===== src/rtl/nsf_pkg.sv =====
package nsf_pkg;

	// Default sentence buffer length in bytes.
	localparam int MAX_SENTENCE_LEN_DEF = 128;

	// Width of the reported buffer position.
	localparam int STORE_INDEX_W = 7;

	// Characters that matter to the framer.
	localparam logic [7:0] CH_DOLLAR = 8'h24;
	localparam logic [7:0] CH_STAR   = 8'h2A;
	localparam logic [7:0] CH_CR     = 8'h0D;
	localparam logic [7:0] CH_LF     = 8'h0A;
	localparam logic [7:0] CH_NUL    = 8'h00;
	localparam logic [7:0] CH_UPPER_A = 8'h41;
	localparam logic [7:0] CH_UPPER_F = 8'h46;
	localparam logic [7:0] CH_ZERO   = 8'h30;
	localparam logic [7:0] CH_NINE   = 8'h39;

	// Frame state codes.
	localparam logic [2:0] ST_IDLE = 3'd0;
	localparam logic [2:0] ST_BODY = 3'd1;
	localparam logic [2:0] ST_HIGH = 3'd2;
	localparam logic [2:0] ST_LOW  = 3'd3;
	localparam logic [2:0] ST_CR   = 3'd4;
	localparam logic [2:0] ST_LF   = 3'd5;

	// Framing context carried from one byte to the next.
	typedef struct packed {
		logic [2:0] state;
		logic [7:0] run_xor;
		logic [7:0] high_char;
		logic [7:0] low_char;
	} frame_ctx_t;

	// Per-byte outcome of the framing step.
	typedef struct packed {
		logic store;
		logic start;
		logic ready;
		logic failed;
	} step_flags_t;

	function automatic logic [3:0] hex_nibble(input logic [7:0] ch);
		logic [3:0] nib;
		nib = 4'd0;
		if (ch >= CH_ZERO && ch <= CH_NINE) begin
			nib = ch[3:0];
		end else if (ch >= CH_UPPER_A && ch <= CH_UPPER_F) begin
			nib = ch[3:0] + 4'd9;
		end
		return nib;
	endfunction

	function automatic logic is_terminator(input logic [7:0] ch);
		return (ch == CH_CR) || (ch == CH_LF) || (ch == CH_DOLLAR) || (ch == CH_NUL);
	endfunction

endpackage


===== src/rtl/nsf_step.sv =====
module nsf_step
	import nsf_pkg::*;
#(
	parameter int MAX_SENTENCE_LEN = MAX_SENTENCE_LEN_DEF,
	localparam int PW = $clog2(MAX_SENTENCE_LEN)
) (
	input  logic [7:0]    ch,
	input  frame_ctx_t    ctx,
	input  logic [PW-1:0] pos,
	output frame_ctx_t    ctx_nxt,
	output logic [PW-1:0] pos_nxt,
	output logic [PW-1:0] index,
	output step_flags_t   flags
);

	logic [7:0] rx_sum;

	assign rx_sum = {hex_nibble(ctx.high_char), hex_nibble(ctx.low_char)};

	always_comb begin
		ctx_nxt = ctx;
		pos_nxt = pos;
		index   = pos;
		flags   = '0;
		flags.store = 1'b1;

		unique case (ctx.state)
			ST_IDLE: begin
				pos_nxt         = '0;
				ctx_nxt.run_xor = 8'd0;
				index           = '0;
				if (ch == CH_DOLLAR) begin
					flags.start   = 1'b1;
					ctx_nxt.state = ST_BODY;
				end else begin
					flags.store = 1'b0;
				end
			end
			ST_BODY: begin
				if (ch == CH_STAR) begin
					ctx_nxt.state = ST_HIGH;
				end else if (is_terminator(ch)) begin
					ctx_nxt.state = ST_IDLE;
				end else begin
					ctx_nxt.run_xor = ctx.run_xor ^ ch;
				end
			end
			ST_HIGH: begin
				// Repeated stars are stored and otherwise ignored.
				if (ch != CH_STAR) begin
					if (is_terminator(ch)) begin
						ctx_nxt.state = ST_IDLE;
					end else begin
						ctx_nxt.high_char = ch;
						ctx_nxt.state     = ST_LOW;
					end
				end
			end
			ST_LOW: begin
				if (is_terminator(ch)) begin
					ctx_nxt.state = ST_IDLE;
				end else begin
					ctx_nxt.low_char = ch;
					ctx_nxt.state    = ST_CR;
				end
			end
			ST_CR: begin
				ctx_nxt.state = (ch == CH_CR) ? ST_LF : ST_IDLE;
			end
			ST_LF: begin
				if (ch == CH_LF) begin
					if (rx_sum == ctx.run_xor) begin
						flags.ready = 1'b1;
					end else begin
						flags.failed = 1'b1;
					end
				end
				ctx_nxt.state = ST_IDLE;
			end
			default: begin
				flags.store = 1'b0;
			end
		endcase

		// A write into the last buffer slot ends the sentence.
		if (flags.store) begin
			pos_nxt = index + PW'(1);
			if (index == PW'(MAX_SENTENCE_LEN - 1)) begin
				ctx_nxt.state = ST_IDLE;
			end
		end
	end

endmodule


===== src/rtl/nmea_sentence_framer.sv =====
// Channel  | Handshake           | Words carried
// ---------+---------------------+---------------------------------------------
// rx       | rx_valid / rx_stall | rx_byte: one received character
// res      | res_valid/res_stall | store_*, sentence_ready, checksum_failed,
//          |                     | sentences_started, good_count, bad_count
//
// Every rx word yields exactly one res word, via the input register and then the
// result register; one word is accepted per cycle when nothing stalls, limited only by the
// single input register feeding the combinational framing step into the result register.
// arst_n clears the frame state, buffer position and all three counters.
// A stall on res holds the result register and, once the input register is
// also full, is passed back to rx as rx_stall.
module nmea_sentence_framer
	import nsf_pkg::*;
#(
	parameter int MAX_SENTENCE_LEN = MAX_SENTENCE_LEN_DEF
) (
	input  logic        clk,
	input  logic        arst_n,

	input  logic        rx_valid,
	output logic        rx_stall,
	input  logic [7:0]  rx_byte,

	output logic        res_valid,
	input  logic        res_stall,
	output logic        store_valid,
	output logic [STORE_INDEX_W-1:0] store_index,
	output logic [7:0]  store_byte,
	output logic        sentence_ready,
	output logic        checksum_failed,
	output logic [31:0] sentences_started,
	output logic [31:0] good_count,
	output logic [31:0] bad_count
);

	localparam int PW = $clog2(MAX_SENTENCE_LEN);
	// Wide enough both for the buffer position and for the reported index.
	localparam int IW = (PW > STORE_INDEX_W) ? PW : STORE_INDEX_W;

	// Input register.
	logic        valid_s1;
	logic [7:0]  byte_s1;

	// Frame context, buffer position and counters.
	frame_ctx_t    ctx_q;
	logic [PW-1:0] pos_q;
	logic [31:0]   started_q;
	logic [31:0]   good_q;
	logic [31:0]   bad_q;

	// Result register.
	logic        res_valid_q;
	logic        store_valid_q;
	logic [STORE_INDEX_W-1:0] store_index_q;
	logic [7:0]  store_byte_q;
	logic        ready_q;
	logic        failed_q;

	frame_ctx_t    ctx_nxt;
	logic [PW-1:0] pos_nxt;
	logic [PW-1:0] step_index;
	logic [IW-1:0] index_ext;
	step_flags_t   flags;

	logic rx_take;
	logic res_free;
	logic fire;

	// The result register can take a new word when it is empty or being drained.
	assign res_free = !res_valid_q || !res_stall;
	assign fire     = valid_s1 && res_free;
	assign rx_stall = valid_s1 && !res_free;
	assign rx_take  = rx_valid && !rx_stall;

	nsf_step #(
		.MAX_SENTENCE_LEN(MAX_SENTENCE_LEN)
	) u_step (
		.ch      (byte_s1),
		.ctx     (ctx_q),
		.pos     (pos_q),
		.ctx_nxt (ctx_nxt),
		.pos_nxt (pos_nxt),
		.index   (step_index),
		.flags   (flags)
	);

	assign index_ext = IW'(step_index);

	always_ff @(posedge clk or negedge arst_n) begin
		if (!arst_n) begin
			valid_s1 <= 1'b0;
		end else if (rx_take) begin
			valid_s1 <= 1'b1;
		end else if (fire) begin
			valid_s1 <= 1'b0;
		end
	end

	always_ff @(posedge clk) begin
		if (rx_take) begin
			byte_s1 <= rx_byte;
		end
	end

	// Framing state advances only when the byte moves into the result register.
	always_ff @(posedge clk or negedge arst_n) begin
		if (!arst_n) begin
			ctx_q     <= '{state: ST_IDLE, run_xor: 8'd0, high_char: 8'd0, low_char: 8'd0};
			pos_q     <= '0;
			started_q <= 32'd0;
			good_q    <= 32'd0;
			bad_q     <= 32'd0;
		end else if (fire) begin
			ctx_q <= ctx_nxt;
			pos_q <= pos_nxt;
			if (flags.start) begin
				started_q <= started_q + 32'd1;
			end
			if (flags.ready) begin
				good_q <= good_q + 32'd1;
			end
			if (flags.failed) begin
				bad_q <= bad_q + 32'd1;
			end
		end
	end

	always_ff @(posedge clk or negedge arst_n) begin
		if (!arst_n) begin
			res_valid_q <= 1'b0;
		end else if (fire) begin
			res_valid_q <= 1'b1;
		end else if (!res_stall) begin
			res_valid_q <= 1'b0;
		end
	end

	// Unstored bytes report zero index and byte.
	always_ff @(posedge clk) begin
		if (fire) begin
			store_valid_q <= flags.store;
			store_index_q <= flags.store ? index_ext[STORE_INDEX_W-1:0] : '0;
			store_byte_q  <= flags.store ? byte_s1 : 8'd0;
			ready_q       <= flags.ready;
			failed_q      <= flags.failed;
		end
	end

	assign res_valid         = res_valid_q;
	assign store_valid       = store_valid_q;
	assign store_index       = store_index_q;
	assign store_byte        = store_byte_q;
	assign sentence_ready    = ready_q;
	assign checksum_failed   = failed_q;
	// The counters only move when a result word is loaded, so they match it.
	assign sentences_started = started_q;
	assign good_count        = good_q;
	assign bad_count         = bad_q;

	// A byte can never be judged both good and bad.
	a_ready_xor_failed: assert property (@(posedge clk) disable iff (!arst_n)
		res_valid_q |-> !(ready_q && failed_q))
		else $error("sentence reported both good and bad");

	// A good sentence bumps the good counter by exactly one.
	a_good_count_step: assert property (@(posedge clk) disable iff (!arst_n)
		(fire && flags.ready) |=> (good_q == $past(good_q) + 32'd1))
		else $error("good counter did not follow a good sentence");

	// The input side is only held back while a byte waits in the input register.
	a_stall_needs_word: assert property (@(posedge clk) disable iff (!arst_n)
		rx_stall |-> (valid_s1 && res_valid_q))
		else $error("rx stalled with no word pending");

	// The buffer position stays inside the buffer.
	a_pos_in_range: assert property (@(posedge clk) disable iff (!arst_n)
		32'(pos_q) < 32'(MAX_SENTENCE_LEN))
		else $error("buffer position out of range");

endmodule


===== config.mk =====
export PLATFORM = sky130hd
export DESIGN_NAME = nmea_sentence_framer
export DESIGN_NICKNAME = d
export VERILOG_FILES = /design/src/rtl/nsf_pkg.sv /design/src/rtl/nsf_step.sv /design/src/rtl/nmea_sentence_framer.sv
export SDC_FILE = /design/constraint.sdc
export NUM_CORES = 1
export LEC_CHECK = 0
export BUFFER_PORTS_ARGS = -buffer_cell sky130_fd_sc_hd__buf_2
export CAP_MARGIN = 5
export CORE_MARGIN = 2
export CORE_UTILIZATION = 55
export CTS_CLUSTER_SIZE = 16
export DETAILED_ROUTE_END_ITERATION = 6
export HOLD_SLACK_MARGIN = 0.05
export PLACE_DENSITY = 0.87
export SYNTH_ARGS = -nofsm -noshare
export SYNTH_HDL_FRONTEND = slang
export SYNTH_HIERARCHICAL = 1
export SYNTH_SLANG_ARGS = --single-unit

===== constraint.sdc =====
create_clock -name clk -period 4.4 [get_ports clk]
set_input_delay 1.32 -clock clk [delete_from_list [all_inputs] [get_ports clk]]
set_output_delay 1.32 -clock clk [all_outputs]
set_load 0.005 [all_outputs]

; ---- After elaboration in Yosys (flattened, before gate mapping)
; Index checks and enable logic that the tools add are counted.
[word_totals]
ff_bits = 158
in_bits = 12
wordCells = 103
[classes]
add_sub_neg = 6
magnitude_cmp = 8
eq_ne = 15
mux = 30
n_bitwise = 2
reduce_logical = 26
[op_table]
columns = operator, count
row1 = "32-bit by 1-bit adder with 32-bit output, second input constant", 3
row2 = 3-bit 2-to-1 mux, 8
row3 = 3-bit one-hot mux with 6 select lines, 1
row4 = "8-bit by 4-bit == test with 1-bit output, second input constant", 2
row5 = "8-bit by 6-bit == test with 1-bit output, second input constant", 2
row6 = "8-bit by 6-bit greater-or-equal comparator with 1-bit output, second input constant", 2
row7 = "8-bit by 7-bit greater-or-equal comparator with 1-bit output, second input constant", 2
row8 = "8-bit by 6-bit <= comparator with 1-bit output, second input constant", 2
row9 = "8-bit by 7-bit <= comparator with 1-bit output, second input constant", 2
row10 = 4-bit 2-to-1 mux, 4
row11 = 8-bit 2-to-1 mux, 2
row12 = 8-bit one-hot mux with 2 select lines, 1
row13 = 7-bit 2-to-1 mux, 2
row14 = "4-bit adder, second input constant", 2
row15 = 8-bit == test, 1
row16 = 8-bit zero test, 1
row17 = 1-bit 2-to-1 mux, 8
row18 = "8-bit by 6-bit inequality test with 1-bit output, second input constant", 1
row19 = 4-bit AND reduction, 2
row20 = 8-bit bitwise XOR, 1
row21 = "7-bit by 1-bit adder with 7-bit output, second input constant", 1
row22 = "7-bit == test, second input constant", 1
row23 = 1-bit logical AND, 7
row24 = "3-bit by 2-bit == test with 1-bit output, second input constant", 2
row25 = other kinds (14), 27

; ---- Depth between registers and ports, before layout
[logic_depth]
ltp_word = 9
mapped_depth = 14
mapped_depth_nobuf = 13

; ---- Cells and area by module
; The synthesis kept the hierarchy.
[modules_own_cells]
columns = mod, instances, cells_each, area_each_um2
row1 = nmea_sentence_framer, 1, 570, 6471.2
row2 = nsf_step, 1, 197, 1302.5

; ---- Least setup slack after synthesis
; No wires, ideal clock.
[synth_path]
kind = reg-to-reg
from = register ctx_q[8] in the netlist's numbering
to = register good_q[27], in the netlist good_count[27]
setup_ns = 0.079
arrival_ns = 3.124
t_required_ns = 4.321
path_slack_ns = 1.197
stages_incl_launch_ff = 15
path_buffers = 1
path_cell_list = dfrtp_1 inv_1 ha_1 nor3b_1 or3_1 buf_2 nand3_1 o41ai_1 nor4_2 and4b_1 nand2_1 nor4_1 nand4_1 nor3_1 xor2_1
[synth_lines]
columns = element, line_no
row1 = from (decl), nmea_sentence_framer.sv:46  ; frame_ctx_t ctx_q;
row2 = from (signal assigned), nmea_sentence_framer.sv:109  ; ctx_q <= '{state: ST_IDLE, run_xor: 8'd0, high_char: 8'd0, low_char: 8'd0};
row3 = from (signal assigned), nmea_sentence_framer.sv:115  ; ctx_q <= ctx_nxt;
row4 = to (signal assigned), nmea_sentence_framer.sv:121  ; good_q <= good_q + 32'd1;
row5 = to (decl), nmea_sentence_framer.sv:49  ; logic [31:0] good_q;

==> flow_summary.yaml <==
outcome:
  outcome: "finished, final reports clean"
place:
  place.gp.congestion: 0.921
  hpwl_um: 11500
  dp_cells: 1057
  portBuffers: 127
cts:
  clkTransAtPathRegs_ns: 0.07
  cts_sinks: 158
  clk_path_buf_depth: 2
  worst_skew_pair.late_latency_ns: 0.43
  post_cts_buffers: 0
  root_buffer: "clkbuf_16"
  cts_tree: "done"
  cts-hold-fix-buffers: 0
  cts_made_buffers: 17
  cts_resized: 0
  htree_levels: 4
finish:
  diodes: 0
  drive_gt1_share_pct: 21.3
  instances_no_fill: 1089
  finalNetCount: 918
  syn2layout_area_growth_pct: 18.9
logic_synthesis:
  synth_top_cells_by_area: "dfrtp_1 (42%), edfxtp_1 (10%), xnor2_1 (7.5%)"
  yosysMostFrequentCell: "nand2_1"
  synth_edf_count: 26
  synth_top_cell_by_area: "dfrtp_1"
  ys_types: 62
  synth-main-ff-cell: "dfrtp_1"
  synth-async-reset-ratio_pct: 83.5
  syn-mean-instance-area_um2: 10.1
  synth_area_mm2: 0.00777
  synth.top_cell.area_share_pct: 42.5
  syn_inst: 767
  synth_common_cells: "nand2_1 (153), dfrtp_1 (132), xnor2_1 (67)"
  synth_seq_cells: 158
  synth.net_count: 789
  yosys_warnings: 6
  synth-seq-area-share_pct: 52.5
die:
  ioPinCount: 128
  die_w_um: 123
  dieHeight_um: 123
  initial_core_util_pct: 56.2
  coreArea_mm2: 0.0138
  rows: 43
  die_area_mm2: 0.0151
critical_path:
  cp.required_ns: 4.71
  start_kind: "flop"
  rr_worst_depth: 12
  critPathMaxFanout: 8
  path_class: "flop to flop"
  crit_path_end_kind: "flop"
  worstReg2RegStart: "ctx_q[8]"
  r2r_end: "bad_count[21]"
  worstPathArrival_ns: 3.95
  ff2ff_setup_slack_ns: 0.76
global_routing:
  antenna_found_initial: 0
  grt_usage_pct: 24.6
  grt_max_degree: 73
  grt-ovfl-total: 0
  grt_pass1_vias: 5884
  grt_pass1_wl_um: 28900
pwr:
  total_power_mw: 3.46
  p_per_area_mw_per_mm2: 374
  power.leakage_nw: 4.64
  peakVddDrop_mv: 0.416
routing:
  ant_nets: 0
  post_drt_wl_per_cell_um: 16.2
  vias_per_cell: 5.61
  num_vias: 6111
  wl_um: 17600
  drtIter0Drc: 471
  drcViolationCount: 0
  first_pass_iters: 5
sta:
  tns_ns: 0
  fin_crit_sh_pct: 82.7
  fmax_ghz: 0.275
  finalSetupViolations: 0
  slew_headroom_pct: 34.5
  fin_crit_ns: 3.64
  worst_pin_slew_ns: 0.983
  grt_setup_unrepaired: "no"
  fin_worst_skew_ns: 0.00873
  maxSlewViolCount: 0
  hold_viol: 0
min_path:
  hp-class: "flop to flop"
  whs_path_depth: 1
  whs_endpoint: "good_count[31]"
  hold_start: "good_count[31]"
flow_run:
  drv_cap: 0
## how the worst max path moves through the flow
| stage | cells past startpoint | to | startpoint | slack, ns |
|---|---|---|---|---|
| 6_report | 12 | bad_count[21] | ctx_q[8] | 0.76 |
| 3_5_place_dp | 12 | bad_count[21] | ctx_q[8] | 0.86 |
| 3_3_place_gp | 7 | bad_count[21] | res_stall | 0.98 |
| 2_1_floorplan | 14 | good_count[27] | ctx_q[8] | 1.20 |
| 4_1_cts | 12 | bad_count[21] | ctx_q[8] | 0.80 |
| 5_1_grt | 12 | bad_count[21] | ctx_q[8] | 0.48 |
## worst max-delay path: stages (launching register included)
cell	delay [ns]
dfrtp_1	0.46
inv_1	0.12
ha_1	0.23
nor3b_1	0.15
or3_1	0.42
or3_1	0.35
a21oi_1	0.16
nor2_1	0.08
a31oi_1	0.39
nand3_1	0.36
nor3_1	0.47
nand4_1	0.18
xnor2_1	0.15
## per-stage QoR
| stage | hold slack, ns | util (%) | setup slack, ns | cell area (µm²) |
|---|---|---|---|---|
| after floorplan | 0.439 | - | 1.20 | 7770 |
| after detailed placement | 0.454 | 62.1 | 0.856 | 8590 |
| final | 0.467 | 66.8 | 0.759 | 9240 |
| after global placement | 0.452 | 62.1 | 0.984 | 8590 |
| after CTS | 0.467 | 66.8 | 0.795 | 9240 |
| after global routing | 0.472 | 66.8 | 0.485 | 9240 |
## layer usage
layer | GRT usage, % | vias up | wire length (µm)
met3 | 6.88 | 37 | 1100
met2 | 39.3 | 232 | 8590
met4 | 8.48 | 0 | 351
li1 | - | 2884 | -
met1 | 32.5 | 2958 | 7580
met5 | 0 | - | 0
## state kept, by name (all words and copies together) (netlist names), 7 cells and up
signal             flops
bad_count             32
byte_s1                8
ctx_q                 27
good_count            32
pos_q                  7
sentences_started     32
store_byte             8
store_index            7
## report_power, final
| part | internal [mW] | total [mW] | switching [mW] |
|---|---|---|---|
| combinational | 0.0926 | 0.243 | 0.150 |
| sequential | 1.54 | 1.59 | 0.0559 |
| clock | 0.993 | 1.62 | 0.626 |
| total | 2.62 | 3.46 | 0.832 |
## cell families after synthesis
kind of cell             Yosys count  share of synthesized area [%]
flip-flops                       158                           52.5
AND/OR/NAND/NOR                  379                           24.4
adder cells (fa/ha/maj)           10                           1.61
multiplexers                      23                           3.27
XOR/XNOR                         103                           11.6
AO/OA/AOI/OAI                     45                           4.09
buffers and inverters             49                           2.54
## placed cells by master, fill, tap and decap left out, types with 8 or more instances in the layout
master / instances
a21oi_1: 8
buf_2: 126
nor3_1: 13
and2_1: 24
and4_1: 9
nor2_1: 46
nand4_1: 22
inv_1: 26
nand3_1: 46
clkbuf_16: 18
xnor2_1: 67
dfrtp_1: 132
nand2_1: 153
ha_1: 10
edfxtp_1: 26
nor4_1: 9
and3_1: 19
xor2_1: 36
mux2_2: 19
## final cells by class
class	count	area, µm²
inverter	27	101
tap	180	225
multi-input combinational	560	3490
sequential	158	4080
clock buffer	18	450
fill	1010	4590
clock inverter	14	199
timing repair buffer	132	688
No activity file was read; power rests on OpenSTA's default activity.
